$ cat config.mk
export PLATFORM = sky130hd
export DESIGN_NAME = distance_frame_decoder_bar_mapper_unit
export DESIGN_NICKNAME = d
export VERILOG_FILES = /design/src/sv/dfdbm_pkg.sv /design/src/sv/dfdbm_ctrl.sv /design/src/sv/dfdbm_dp.sv /design/src/sv/distance_frame_decoder_bar_mapper_unit.sv
export SDC_FILE = /design/constraint.sdc
export NUM_CORES = 1
export LEC_CHECK = 0
export ABC_AREA = 1
export ABC_CLOCK_PERIOD_IN_PS = 9350
export BUFFER_PORTS_ARGS = -buffer_cell sky130_fd_sc_hd__buf_2
export CORE_ASPECT_RATIO = 0.7
export CORE_MARGIN = 5
export CORE_UTILIZATION = 64
export CTS_CLUSTER_DIAMETER = 120
export DETAILED_ROUTE_END_ITERATION = 16
export PLACE_DENSITY = 0.89
export REMOVE_ABC_BUFFERS = 1
export SLEW_MARGIN = 10
export SYNTH_ARGS = -nofsm -noshare
export SYNTH_HDL_FRONTEND = slang
export SYNTH_SLANG_ARGS = --single-unit
$ cat constraint.sdc
create_clock -name aclk -period 9.35 [get_ports aclk]
set_clock_uncertainty 0.2 [all_clocks]
set_input_delay 0.935 -clock aclk [delete_from_list [all_inputs] [get_ports aclk]]
set_output_delay 0.935 -clock aclk [all_outputs]
set_load 0.1 [all_outputs]
$ cat src/sv/dfdbm_pkg.sv
package dfdbm_pkg;

    localparam int BYTE_W = 8;
    localparam int DIST_W = 16;
    localparam int BAR_W  = 10;
    localparam int PROD_W = DIST_W + BAR_W;
    localparam int CFG_W  = 16;
    localparam int IDX_W  = 2;
    localparam int STS_W  = 2;
    localparam int POS_W  = 2;
    localparam int CNT_W  = 4;

    localparam logic [BYTE_W-1:0] SYNC_BYTE = 8'hFF;

    localparam logic [STS_W-1:0] STATUS_OK     = 2'd0;
    localparam logic [STS_W-1:0] STATUS_CHKSUM = 2'd1;
    localparam logic [STS_W-1:0] STATUS_HEADER = 2'd2;

    localparam logic [IDX_W-1:0] REG_MIN_DISTANCE = 2'd0;
    localparam logic [IDX_W-1:0] REG_MAX_DISTANCE = 2'd1;
    localparam logic [IDX_W-1:0] REG_BAR_PIXELS   = 2'd2;

    localparam logic [DIST_W-1:0] MIN_DISTANCE_RST = 16'd250;
    localparam logic [DIST_W-1:0] MAX_DISTANCE_RST = 16'd7500;
    localparam logic [BAR_W-1:0]  BAR_PIXELS_RST   = 10'd300;

    localparam logic [POS_W-1:0] POS_HEADER = 2'd0;
    localparam logic [POS_W-1:0] POS_HIGH   = 2'd1;
    localparam logic [POS_W-1:0] POS_LOW    = 2'd2;
    localparam logic [POS_W-1:0] POS_CHKSUM = 2'd3;

    // The quotient is always below the bar length, so one step per bar bit suffices.
    localparam logic [CNT_W-1:0] DIV_LAST_STEP = CNT_W'(BAR_W - 1);

    typedef struct packed {
        logic cap_header;
        logic cap_high;
        logic cap_low;
        logic cap_chksum;
        logic mul_load;
        logic div_step;
        logic load_out;
    } dfdbm_cmd_t;

    typedef struct packed {
        logic need_div;
    } dfdbm_sts_t;

endpackage

$ cat src/sv/dfdbm_ctrl.sv
module dfdbm_ctrl (
    input  logic                   aclk,
    input  logic                   aresetn,
    input  logic                   s_valid,
    output logic                   s_ready,
    output logic                   m_valid,
    input  logic                   m_ready,
    input  dfdbm_pkg::dfdbm_sts_t  sts,
    output dfdbm_pkg::dfdbm_cmd_t  cmd
);

    typedef enum logic [1:0] {
        ST_IDLE,
        ST_CHECK,
        ST_DIV,
        ST_FINISH
    } state_t;

    state_t                          state_reg, state_next;
    logic [dfdbm_pkg::POS_W-1:0]     pos_reg, pos_next;
    logic [dfdbm_pkg::CNT_W-1:0]     cnt_reg, cnt_next;
    logic                            m_valid_reg, m_valid_next;
    logic                            s_accept;

    // A frame's last byte is held off while the previous result is still waiting.
    assign s_ready  = (state_reg == ST_IDLE) &&
                      !(m_valid_reg && (pos_reg == dfdbm_pkg::POS_CHKSUM));
    assign s_accept = s_valid && s_ready;
    assign m_valid  = m_valid_reg;

    always_comb begin
        cmd            = '0;
        cmd.cap_header = s_accept && (pos_reg == dfdbm_pkg::POS_HEADER);
        cmd.cap_high   = s_accept && (pos_reg == dfdbm_pkg::POS_HIGH);
        cmd.cap_low    = s_accept && (pos_reg == dfdbm_pkg::POS_LOW);
        cmd.cap_chksum = s_accept && (pos_reg == dfdbm_pkg::POS_CHKSUM);
        cmd.mul_load   = (state_reg == ST_CHECK) && sts.need_div;
        cmd.div_step   = (state_reg == ST_DIV);
        cmd.load_out   = ((state_reg == ST_CHECK) && !sts.need_div) ||
                         (state_reg == ST_FINISH);
    end

    always_comb begin
        state_next   = state_reg;
        pos_next     = pos_reg;
        cnt_next     = cnt_reg;
        m_valid_next = m_valid_reg;
        if (m_valid_reg && m_ready) begin
            m_valid_next = 1'b0;
        end
        case (state_reg)
            ST_IDLE: begin
                if (s_accept) begin
                    pos_next = pos_reg + 1'b1;
                    if (pos_reg == dfdbm_pkg::POS_CHKSUM) begin
                        state_next = ST_CHECK;
                    end
                end
            end
            ST_CHECK: begin
                cnt_next = '0;
                if (sts.need_div) begin
                    state_next = ST_DIV;
                end else begin
                    m_valid_next = 1'b1;
                    state_next   = ST_IDLE;
                end
            end
            ST_DIV: begin
                cnt_next = cnt_reg + 1'b1;
                if (cnt_reg == dfdbm_pkg::DIV_LAST_STEP) begin
                    state_next = ST_FINISH;
                end
            end
            ST_FINISH: begin
                m_valid_next = 1'b1;
                state_next   = ST_IDLE;
            end
            default: begin
                state_next = ST_IDLE;
            end
        endcase
    end

    always_ff @(posedge aclk) begin
        if (!aresetn) begin
            state_reg   <= ST_IDLE;
            pos_reg     <= '0;
            cnt_reg     <= '0;
            m_valid_reg <= 1'b0;
        end else begin
            state_reg   <= state_next;
            pos_reg     <= pos_next;
            cnt_reg     <= cnt_next;
            m_valid_reg <= m_valid_next;
        end
    end

endmodule

$ cat src/sv/dfdbm_dp.sv
module dfdbm_dp (
    input  logic                          aclk,
    input  logic                          aresetn,
    input  logic                          cfg_wr_en,
    input  logic [dfdbm_pkg::IDX_W-1:0]   cfg_index,
    input  logic [dfdbm_pkg::CFG_W-1:0]   cfg_wdata,
    input  logic [dfdbm_pkg::BYTE_W-1:0]  s_rx_byte,
    input  dfdbm_pkg::dfdbm_cmd_t         cmd,
    output dfdbm_pkg::dfdbm_sts_t         sts,
    output logic [dfdbm_pkg::STS_W-1:0]   m_status,
    output logic [dfdbm_pkg::DIST_W-1:0]  m_range_mm,
    output logic [dfdbm_pkg::BAR_W-1:0]   m_fill_length,
    output logic                          m_changed
);

    logic [dfdbm_pkg::DIST_W-1:0]  min_reg, max_reg;
    logic [dfdbm_pkg::BAR_W-1:0]   bar_reg;
    logic [dfdbm_pkg::BYTE_W-1:0]  header_reg, high_reg, low_reg, chksum_reg;
    logic [dfdbm_pkg::DIST_W-1:0]  last_dist_reg;
    logic                          last_seen_reg;
    logic [dfdbm_pkg::DIST_W-1:0]  rem_reg, rem_next;
    logic [dfdbm_pkg::BAR_W-1:0]   quo_reg, quo_next;
    logic [dfdbm_pkg::STS_W-1:0]   status_reg;
    logic [dfdbm_pkg::DIST_W-1:0]  dist_out_reg;
    logic [dfdbm_pkg::BAR_W-1:0]   fill_out_reg;
    logic                          changed_out_reg;

    logic [dfdbm_pkg::DIST_W-1:0]  frame_mm;
    logic [dfdbm_pkg::BYTE_W-1:0]  sum;
    logic                          header_ok, chksum_ok, range_ok;
    logic [dfdbm_pkg::DIST_W-1:0]  span, offset;
    logic [dfdbm_pkg::PROD_W-1:0]  product;
    logic [dfdbm_pkg::DIST_W:0]    trial, trial_diff;
    logic                          trial_ge;
    logic [dfdbm_pkg::BAR_W-1:0]   fill;

    assign frame_mm  = {high_reg, low_reg};
    assign sum       = header_reg + high_reg + low_reg;
    assign header_ok = (header_reg == dfdbm_pkg::SYNC_BYTE);
    assign chksum_ok = (sum == chksum_reg);
    assign range_ok  = (max_reg > min_reg) && (frame_mm > min_reg) && (frame_mm < max_reg);
    assign span      = max_reg - min_reg;
    assign offset    = frame_mm - min_reg;
    assign product   = offset * bar_reg;

    assign sts.need_div = header_ok && chksum_ok && range_ok;

    // Restoring divider: one quotient bit per step, dividend bits shift out of quo_reg.
    assign trial      = {rem_reg, quo_reg[dfdbm_pkg::BAR_W-1]};
    assign trial_diff = trial - {1'b0, span};
    assign trial_ge   = (trial >= {1'b0, span});

    always_comb begin
        rem_next = rem_reg;
        quo_next = quo_reg;
        if (cmd.mul_load) begin
            rem_next = product[dfdbm_pkg::PROD_W-1:dfdbm_pkg::BAR_W];
            quo_next = product[dfdbm_pkg::BAR_W-1:0];
        end else if (cmd.div_step) begin
            rem_next = trial_ge ? trial_diff[dfdbm_pkg::DIST_W-1:0]
                                : trial[dfdbm_pkg::DIST_W-1:0];
            quo_next = {quo_reg[dfdbm_pkg::BAR_W-2:0], trial_ge};
        end
    end

    always_comb begin
        if (range_ok) begin
            fill = quo_reg;
        end else if ((max_reg > min_reg) && (frame_mm >= max_reg)) begin
            fill = bar_reg;
        end else begin
            fill = '0;
        end
    end

    always_ff @(posedge aclk) begin
        if (!aresetn) begin
            min_reg       <= dfdbm_pkg::MIN_DISTANCE_RST;
            max_reg       <= dfdbm_pkg::MAX_DISTANCE_RST;
            bar_reg       <= dfdbm_pkg::BAR_PIXELS_RST;
            header_reg    <= '0;
            high_reg      <= '0;
            low_reg       <= '0;
            last_dist_reg <= '0;
            last_seen_reg <= 1'b0;
        end else begin
            if (cfg_wr_en) begin
                case (cfg_index)
                    dfdbm_pkg::REG_MIN_DISTANCE: min_reg <= cfg_wdata;
                    dfdbm_pkg::REG_MAX_DISTANCE: max_reg <= cfg_wdata;
                    dfdbm_pkg::REG_BAR_PIXELS:   bar_reg <= cfg_wdata[dfdbm_pkg::BAR_W-1:0];
                    default: ;
                endcase
            end
            if (cmd.cap_header) begin
                header_reg <= s_rx_byte;
            end
            if (cmd.cap_high) begin
                high_reg <= s_rx_byte;
            end
            if (cmd.cap_low) begin
                low_reg <= s_rx_byte;
            end
            if (cmd.load_out && header_ok && chksum_ok) begin
                last_dist_reg <= frame_mm;
                last_seen_reg <= 1'b1;
            end
        end
    end

    always_ff @(posedge aclk) begin
        rem_reg <= rem_next;
        quo_reg <= quo_next;
        if (cmd.cap_chksum) begin
            chksum_reg <= s_rx_byte;
        end
        if (cmd.load_out) begin
            status_reg      <= dfdbm_pkg::STATUS_OK;
            dist_out_reg    <= '0;
            fill_out_reg    <= '0;
            changed_out_reg <= 1'b0;
            if (!header_ok) begin
                status_reg <= dfdbm_pkg::STATUS_HEADER;
            end else if (!chksum_ok) begin
                status_reg <= dfdbm_pkg::STATUS_CHKSUM;
            end else begin
                dist_out_reg    <= frame_mm;
                fill_out_reg    <= fill;
                changed_out_reg <= !last_seen_reg || (frame_mm != last_dist_reg);
            end
        end
    end

    assign m_status      = status_reg;
    assign m_range_mm    = dist_out_reg;
    assign m_fill_length = fill_out_reg;
    assign m_changed     = changed_out_reg;

endmodule

$ cat src/sv/distance_frame_decoder_bar_mapper_unit.sv
// Decodes four-byte sensor frames (0xFF header, distance high, distance low,
// checksum) from a byte stream, with no resynchronization: every fourth accepted
// byte closes a frame and produces one result transaction. The first three bytes
// of a frame are taken one per cycle while the block is idle. m_valid rises at
// the next edge after the one taking the last byte when the bar fill needs no
// division (bad frame, or distance at or outside the configured range), and
// otherwise after the ten-step restoring divider that maps the distance onto the
// bar. The output register lets the next frame's first three bytes enter while a
// result waits; its last byte is taken once the result has been accepted.
// Registers: 0 minimum distance, 1 maximum distance, 2 bar length in pixels;
// write them only while the block is idle.
module distance_frame_decoder_bar_mapper_unit (
    input  logic                          aclk,
    input  logic                          aresetn,
    input  logic                          cfg_wr_en,
    input  logic [dfdbm_pkg::IDX_W-1:0]   cfg_index,
    input  logic [dfdbm_pkg::CFG_W-1:0]   cfg_wdata,
    input  logic                          s_valid,
    output logic                          s_ready,
    input  logic [dfdbm_pkg::BYTE_W-1:0]  s_rx_byte,
    output logic                          m_valid,
    input  logic                          m_ready,
    output logic [dfdbm_pkg::STS_W-1:0]   m_status,
    output logic [dfdbm_pkg::DIST_W-1:0]  m_range_mm,
    output logic [dfdbm_pkg::BAR_W-1:0]   m_fill_length,
    output logic                          m_changed
);

    dfdbm_pkg::dfdbm_cmd_t cmd;
    dfdbm_pkg::dfdbm_sts_t sts;

    dfdbm_ctrl u_ctrl (
        .aclk    (aclk),
        .aresetn (aresetn),
        .s_valid (s_valid),
        .s_ready (s_ready),
        .m_valid (m_valid),
        .m_ready (m_ready),
        .sts     (sts),
        .cmd     (cmd)
    );

    dfdbm_dp u_dp (
        .aclk          (aclk),
        .aresetn       (aresetn),
        .cfg_wr_en     (cfg_wr_en),
        .cfg_index     (cfg_index),
        .cfg_wdata     (cfg_wdata),
        .s_rx_byte     (s_rx_byte),
        .cmd           (cmd),
        .sts           (sts),
        .m_status      (m_status),
        .m_range_mm    (m_range_mm),
        .m_fill_length (m_fill_length),
        .m_changed     (m_changed)
    );

endmodule

# Yosys cells after proc, flatten, opt, wreduce, memory -nomap -nowiden

Cells that the tools add are included.

Bits in registers: 155
Bits of input ports: 31
Output and inout bits: 31
Word-level logic and storage cells: 97

Add/subtract/negate cells: 7
Multiply operators: 1
Magnitude comparators: 5
Eq/ne operators: 15
Mux-type cells: 17
Reduce and logical (&&, ||, !) cells: 33

Operators by type and width:

| kind                  | number |
|---|---|
| $mux W16              | 3 |
| $sub A16 B16 Y16      | 3 |
| $mux W10              | 4 |
| $gt A16 B16 Y1        | 2 |
| $mul A16 B10 Y26      | 1 |
| $ge A17 B16 Y1        | 1 |
| $logic_and A1 B1 Y1   | 17 |
| $add A8 B8 Y8         | 2 |
| $ge A16 B16 Y1        | 1 |
| $lt A16 B16 Y1        | 1 |
| $ne A16 B16 Y1        | 1 |
| $eq A2 B2 Y1 const B  | 5 |
| $reduce_and A2 Y1     | 5 |
| $eq A8 B8 Y1          | 1 |
| $eq A8 B8 Y1 const B  | 1 |
| $mux W2               | 4 |
| $pmux W2 S4           | 1 |
| $pmux W4 S2           | 1 |
| $eq A2 B1 Y1 const B  | 3 |
| $logic_not A2 Y1      | 3 |
| $add A4 B1 Y4 const B | 1 |
| $eq A4 B4 Y1 const B  | 1 |
| $ne A2 B1 Y1 const B  | 2 |
| $reduce_bool A2 Y1    | 2 |
| 7 further kinds       | 12 |

# Longest topological paths before layout

Gate-level depths: netlist of run 1.

Depth after elaboration: 10
Mapped depth: 33

# By module

Synthesis of run 1 repeated with hierarchy kept, for this count alone.

Cells, all modules: 1,931
Area total of the unflattened synthesis: 14,929.3 sq um

Modules (own cells, without submodules):

| module     | instances | cells each | area each (sq um) |
|---|---|---|---|
| dfdbm_dp   | 1         | 1,855      | 14,361.3 |
| dfdbm_ctrl | 1         | 76         | 568.0 |

# Worst setup path before layout of run 1

No wires, ideal clock.

Path type: register -> register
Start: register u_dp.low_reg[0] in the netlist's numbering
End: register u_dp.rem_reg[8] in the netlist's numbering, data pin
Data arrival time: 6.012 ns
Data required time: 8.891 ns
Setup slack: 2.879 ns
Cell stages (with the launch flop): 33
Buffers on the path: 0
Path through: dfxtp_1 > inv_1 > ha_1 > fa_1 > inv_1 > nand3_1 > nand2_1 > nand2_1 > nand2_2 > a21oi_1 > o21bai_1 > or2_2 > nand2_1 > inv_1 > nand2_1 > fa_1 > inv_1 > fa_1 > fa_1 > fa_1 > inv_1 > fa_1 > inv_1 > ha_1 > a21oi_1 > o21ai_0 > o21bai_1 > o21bai_1 > nand3_1 > nand2_1 > xor2_1 > nand2_1 > nand2_1

Word-level cells in the longest chain between the ends: 6
Elaborated cells between the ends (all ways): 12
Classes of those cells: 2 x add/sub; 1 x mul; 2 x order compare; 1 x eq/ne; 1 x mux; 5 x reduce/logical

Ends and longest elaborated chain:

| item                                                                     | RTL line        | RTL |
|---|---|---|
| start: declaration                                                       | dfdbm_dp.sv:18  | `logic [dfdbm_pkg::BYTE_W-1:0] header_reg, high_reg, low_reg, chksum_reg;` |
| start signal: assignment                                                 | dfdbm_dp.sv:102 | `low_reg <= s_rx_byte;` |
| parallel branches: the longest is 5 deep, another holds $mul A16 B10 Y26 | n/a             |  |
| $mux W16 *                                                               | dfdbm_dp.sv:56  | `if (cmd.mul_load) begin` |
| named net u_dp.rem_next (one bit)                                        | dfdbm_dp.sv:21  | `logic [dfdbm_pkg::DIST_W-1:0] rem_reg, rem_next;` |
| end signal: assignment                                                   | dfdbm_dp.sv:112 | `rem_reg <= rem_next;` |
| end: declaration                                                         | dfdbm_dp.sv:21  |  |

Mark *: on every way through the listed nets, which the timed path passes.
A chain may end at the register's enable or synchronous reset.

# Worst setup path in the final report of run 1

Start: register u_dp.low_reg[0] in the netlist's numbering
End: register u_dp.rem_reg[9] in the netlist's numbering, data pin

Same word-level chain as after synthesis.

==> impl_metrics.csv, run 1 <==
group,metric,value,unit
final_layout,syn_to_final_growth,7.113,%
detailed_routing,wl_per_cell,18.47,microns
logic_synthesis,synth.cell_area,0.01481,sq mm
logic_synthesis,synth_edf_count,63,
logic_synthesis,syn_inst,1881,
global_route,antenna_found_initial,0,
final_layout,fill_cells,1850,
floorplanning,row_count,46,
logic_synthesis,ys_ff_latch,155,
detailed_routing,drc,0,
logic_synthesis,synth_seq_area_share,25.21,%
hold_path,hold_path_depth,2,
worst_setup_path,cp_slowest_cell,"fa_1",
hold_path,holdPathEnd,"u_ctrl.cnt_reg[1]",
logic_synthesis,yosys-top-cells-count,"nand2_1 (374), inv_1 (305), nor2_1 (196)",
worst_setup_path,cp-start-kind,"flip-flop",
worst_setup_path,endpoint_kind,"flip-flop",
place,dp_hpwl,32860,microns
final_layout,multi_input_area,0.009662,sq mm
timing,maxSlewViolCount,0,
floorplanning,core,0.02273,sq mm
logic_synthesis,synth_top_flop_cell,"dfxtp_1",
worst_setup_path,critPathArrivalTime,7.45,ns
detailed_routing,num_vias,13330,
clock_network,cts_tree,"yes",
timing,grt_setup_unrepaired,"no",
worst_setup_path,path_common_cell,"fa_1",
floorplanning,die_w,191.8,microns
clock_network,cts_resized,0,
worst_setup_path,r2r_setup_slack,1.89,ns
timing,fmaxAchievable,134.0,MHz
global_route,grt_pass1_vias,12900,
clock_network,post-cts-setup-buffers,0,
floorplanning,die_area,0.02633,sq mm
clock_network,clock_path_buffers,2,
floorplanning,ioPinCount,62,
worst_setup_path,startpoint,"u_dp.low_reg[0]",
detailed_routing,ant_nets,0,
timing,setup_tns,0,ns
timing,fin_crit_sh,79.84,%
logic_synthesis,synth_area_leaders,"fa_1 (16%), edfxtp_1 (13%), dfxtp_1 (12%)",
detailed_routing,via_per_inst,5.935,
worst_setup_path,r2r-end,"u_dp.rem_reg[9]",
run_status,status,"finished clean",
worst_setup_path,rr_startpoint,"u_dp.low_reg[0]",
timing,finalCriticalPeriod,7.465,ns
worst_setup_path,critPathMaxStageDelay,0.55,ns
clock_network,cts.clk_slew.worst_paths,0.07,ns
detailed_routing,firstDrtPassIters,7,
final_layout,seqCellArea,0.003734,sq mm
place,portBuffers,61,
place,detailed_place.area,0.01530,sq mm
final_layout,drive_gt1_share,7.859,%
worst_setup_path,path_max_fanout,8,
global_route,gr-total-overflow,0,
final_layout,nNetsFinal,2214,
clock_network,cts_inserted_buffers,17,
clock_network,cts-root-buf,"clkbuf_16",
timing,finalHoldViolCount,0,
place,post-place-ws,2.025,ns
worst_setup_path,worst-setup-path-type,"flip-flop to flip-flop",
clock_network,worstSkewPairLatency,0.44,ns
global_route,grt_pass1_wl,67030,microns
floorplanning,initial_core_util,65.15,%
global_route,grt_max_degree,85,
hold_path,hp-class,"flip-flop to flip-flop",
clock_network,cts_max_level,4,
timing,max_slew_margin,37.05,%
job,maxCapViolations,0,
worst_setup_path,critPathRequiredTime,9.33,ns
place,gp_congestion,1.022,
logic_synthesis,yosys.area.top_type,"fa_1",
final_layout,final_util,69.79,%
detailed_routing,totalWireLength,41490,microns
logic_synthesis,synth_cell_types,55,
timing,finalWorstSetupSlack,1.885,ns
final_layout,antenna_cells,0,
logic_synthesis,synth_most_common_cell,"nand2_1",
logic_synthesis,yosys_warnings,0,
logic_synthesis,synth.top_cell.area_share,16.35,%
floorplanning,die_y,137.3,microns
final_layout,fin_area,0.01587,sq mm
timing,setup_viol_count_final,0,
timing,tightestPinTransition,0.9420,ns
global_route,grt_use_total,32.49,%
logic_synthesis,avgSynthCellArea,7.874,sq um
detailed_routing,drtIter0Drc,1570,
hold_path,hp-start,"u_ctrl.cnt_reg[1]",
logic_synthesis,synth-async-reset-ratio,0,%
clock_network,hold_buffers,0,
worst_setup_path,worstRegToRegCells,26,
clock_network,cts_sinks,155,
## cells in the final DEF (no fill, tap or decap), types with 3 or more instances in the layout
cell,n
a31oi_1,4
clkbuf_16,17
o21a_1,4
a221oi_1,5
clkinvlp_4,3
nor4_1,6
nor3_1,13
o21bai_1,7
nand3_2,15
or2_2,13
o22ai_1,7
nand4_1,13
a21o_1,6
xor2_1,28
o21ai_1,19
o21ai_0,87
nor2_4,4
inv_6,4
inv_1,305
ha_1,141
o211ai_1,29
a21oi_1,147
nand2_2,8
buf_4,5
edfxtp_1,63
dfxtp_1,92
clkinv_1,3
fa_1,121
inv_2,4
nor2_1,196
a31o_2,3
buf_2,61
nand2_1,374
nand3_1,61
xnor2_1,35
## worst max-delay path by stage
stage,slack [ns],depth (start not counted),endpoint
2_1_floorplan,2.87,32,u_dp.rem_reg[8]
3_5_place_dp,2.02,26,u_dp.rem_reg[9]
3_3_place_gp,2.20,26,u_dp.rem_reg[9]
4_1_cts,2.00,26,u_dp.rem_reg[9]
5_1_grt,1.56,29,u_dp.rem_reg[8]
6_report,1.89,26,u_dp.rem_reg[9]
## critical path, delay by kind of cell (launching register included)
| family | cells | cell delay, ns |
|---|---|---|
| AO/OA/AOI/OAI | 7 | 1.40 |
| buffers and inverters | 5 | 0.56 |
| flip-flops | 1 | 0.31 |
| AND/OR/NAND/NOR | 4 | 0.45 |
| XOR/XNOR | 2 | 0.63 |
| adder cells (fa/ha/maj) | 8 | 3.66 |
## cell families (layout without fill, tap and decap cells)
| kind of cell | Yosys count | after routing | synth area share (%) |
|---|---|---|---|
| and+or+nand+nor | 714 | 714 | 20.76 |
| buffers and inverters | 357 | 410 | 9.562 |
| AOI/OAI and AO/OA | 330 | 330 | 12.48 |
| adders and majority gates | 262 | 262 | 28.26 |
| DFF | 155 | 155 | 25.21 |
| xor gates and xnor gates | 63 | 63 | 3.725 |
## metrics by stage
step | hold WS, ns | cells
after global routing | 0.3111 | 2246
after global placement | 0.2610 | 2214
after floorplan | 0.2304 | 1836
final | 0.2894 | 2246
after detailed placement | 0.2738 | 2214
after CTS | 0.2911 | 2246
## layout make-up
cell class	instances	area share (%)
Tap cell	312	2.461
Timing Repair Buffer	66	2.161
Sequential cell	155	23.53
Clock inverter	13	0.8360
Multi-Input combinational cell	1369	60.90
Clock buffer	19	2.729
Inverter	312	7.382
## metal layers
layer  wire length [microns]  GRT usage (%)
met5                       0              0
met1                   18260          47.74
met4                     651          7.576
met2                   17350          47.63
met3                    5231          9.372
Power of run 1 is not shown: default switching activity piles up to over one toggle a cycle in this logic, so the estimate is an artifact.
==> run 2, diff against run 1 <==
ABC_CLOCK_PERIOD_IN_PS = 6000   (was 9350)
CORE_UTILIZATION = 58   (was 64)
PLACE_DENSITY = 0.86   (was 0.89)
clock period = 6 ns   (was 9.35 ns; I/O delays follow)
==> run 2 against run 1 <==
Via count is 11% higher. First-iteration DRC count increased by 27%. Highest routed layer unchanged. Worst setup slack lost 2.4 ns. Critical endpoint is now u_dp.rem_reg[12]. Largest cell class unchanged. Fmax grew 14%. Clock-buffer cell count down 1. Cell count rose by 10%. Sequential share of layout area fell by 3.6 points. Non-clock buffer count rose by 216. Die area grew 9.7%. The flow now finishes with violations (setup timing). Critical path type unchanged. Hold slack worse by 0.11 ns. Routed wire length grew 20%. Register-to-register slack worse by 2.4 ns.
==> impl_metrics.csv, run 2 (synthesis gave the netlist of run 1 again) <==
group,metric,value,unit
timing,tightestPinTransition,0.9280,ns
timing,finalCriticalPeriod,6.522,ns
place,detailed_place.area,0.01669,sq mm
global_route,grt_use_met1,45.98,%
detailed_routing,totalWireLength,49910,microns
floorplanning,die_y,143.7,microns
worst_setup_path,path_common_cell,"nand2_1",
timing,fmaxAchievable,153.3,MHz
detailed_routing,wl_per_cell,20.17,microns
clock_network,clock_path_buffers,2,
global_route,grt_max_degree,85,
worst_setup_path,critPathMaxStageDelay,0.54,ns
global_route,grt_pass1_vias,14410,
worst_setup_path,path_max_fanout,4,
worst_setup_path,critPathRequiredTime,6.01,ns
job,maxCapViolations,0,
final_layout,layout_common_cells,"nand2_1 (333), inv_1 (271), buf_4 (196), nor2_1 (174), a21oi_1 (119)",
clock_network,cts_sinks,155,
global_route,gr-usage-met3,9.790,%
global_route,busiest_layer,"met2",
global_route,grt_use_total,33.09,%
detailed_routing,ant_nets,0,
place,portBuffers,61,
clock_network,worstSkewPairLatency,0.45,ns
global_route,antenna_found_initial,0,
floorplanning,die_area,0.02888,sq mm
floorplanning,initial_core_util,59.43,%
floorplanning,ioPinCount,62,
detailed_routing,via_per_inst,5.996,
clock_network,cts_inserted_buffers,17,
worst_setup_path,endpoint_kind,"flip-flop",
timing,worst_hold_slack,0.1774,ns
final_layout,layout_commonest_cell,"nand2_1",
place,gp_congestion,0.9854,
place,dp_hpwl,35930,microns
clock_network,hold_buffers,0,
final_layout,fill_cells,1616,
worst_setup_path,cp-start-kind,"flip-flop",
floorplanning,die_w,201,microns
final_layout,fin_area,0.01878,sq mm
final_layout,antenna_cells,0,
final_layout,nNetsFinal,2430,
run_status,status,"complete, but fails checks",
final_layout,syn_to_final_growth,26.79,%
worst_setup_path,worst-setup-path-type,"flip-flop to flip-flop",
global_route,gr-total-overflow,0,
final_layout,final_util,75.35,%
timing,grt_setup_unrepaired,"yes",
detailed_routing,drtIter0Drc,1992,
detailed_routing,drc,0,
timing,maxSlewViolCount,0,
clock_network,cts_max_level,4,
final_layout,drive_gt1_share,26.74,%
floorplanning,row_count,48,
clock_network,cts.clk_slew.worst_paths,0.07,ns
clock_network,cts_tree,"yes",
detailed_routing,firstDrtPassIters,7,
worst_setup_path,critPathArrivalTime,6.53,ns
timing,fin_crit_sh,108.7,%
hold_path,hp-class,"input port to flip-flop",
global_route,use_met2,50.76,%
floorplanning,core,0.02492,sq mm
timing,finalHoldViolCount,0,
global_route,grt_pass1_wl,75770,microns
clock_network,cts-root-buf,"clkbuf_16",
timing,max_slew_margin,38.13,%
detailed_routing,num_vias,14840,
timing,finalWorstSetupSlack,-0.5223,ns
run_status,failed_checks,"setup timing",
worst_setup_path,cp_slowest_cell,"fa_1",
timing,setup_viol_count_final,17,
timing,setup_tns,-6.282,ns
[run 2: cell count changes in the layout (fill, tap and decap cells not counted), sizes merged]
cell      delta
clkbuf       -1
clkinv       +2
buf        +216
clkinvlp     -1
[run 2: layer usage]
layer | wire [microns] | vias up
met5 | 0 | -
met4 | 1847 | 0
met3 | 6438 | 202
met2 | 21430 | 1068
met1 | 20200 | 6999
li1 | - | 6570
[run 2: repair_timing]
action / in CTS / in global routing
pin swaps: 110 / 86
endpoints found under the setup margin: 19 / 19
resized for setup: 215 / 93
buffers inserted: 19 / 15
[run 2: area by class of cell]
| type | instances | area [sq um] | share of cell area [%] |
|---|---|---|---|
| sequential | 155 | 3751 | 19.97 |
| clock buffer | 18 | 429.2 | 2.285 |
| multi-input combinational | 1369 | 10820 | 57.59 |
| inverter | 312 | 1176 | 6.263 |
| clock inverter | 14 | 135.1 | 0.7195 |
| tap | 325 | 406.6 | 2.165 |
| timing repair buffer | 282 | 2067 | 11.01 |
[run 2: metrics by stage]
stage	setup slack, ns	cells
floorplan	-0.4781	1836
global placement	-0.9383	2410
detailed placement	-0.9802	2410
CTS	-0.3565	2460
global route	-0.7543	2475
finish	-0.5223	2475
[run 2: worst paths after layout]
| path | from | endpoint | slack, ns | depth (start not counted) |
|---|---|---|---|---|
| hold / removal | s_rx_byte[6] | u_dp.chksum_reg[6] | 0.18 | 1 |
| setup / recovery | u_dp.min_reg[2] | u_dp.rem_reg[12] | -0.52 | 29 |
| hold reg to reg | u_dp.header_reg[4] | u_dp.header_reg[4] | 0.31 | 2 |
| setup reg to reg | u_dp.min_reg[2] | u_dp.rem_reg[12] | -0.52 | 29 |
[run 2: worst max-delay path, delay by kind of cell (launching register included)]
kind / cells / cell delay [ns]
and+or+nand+nor: 9 / 1.12
adders and majority gates: 7 / 3.06
AOI/OAI and AO/OA: 7 / 1.04
buffers and inverters: 6 / 0.50
DFF: 1 / 0.33
Power of run 2 is left out for the same reason.
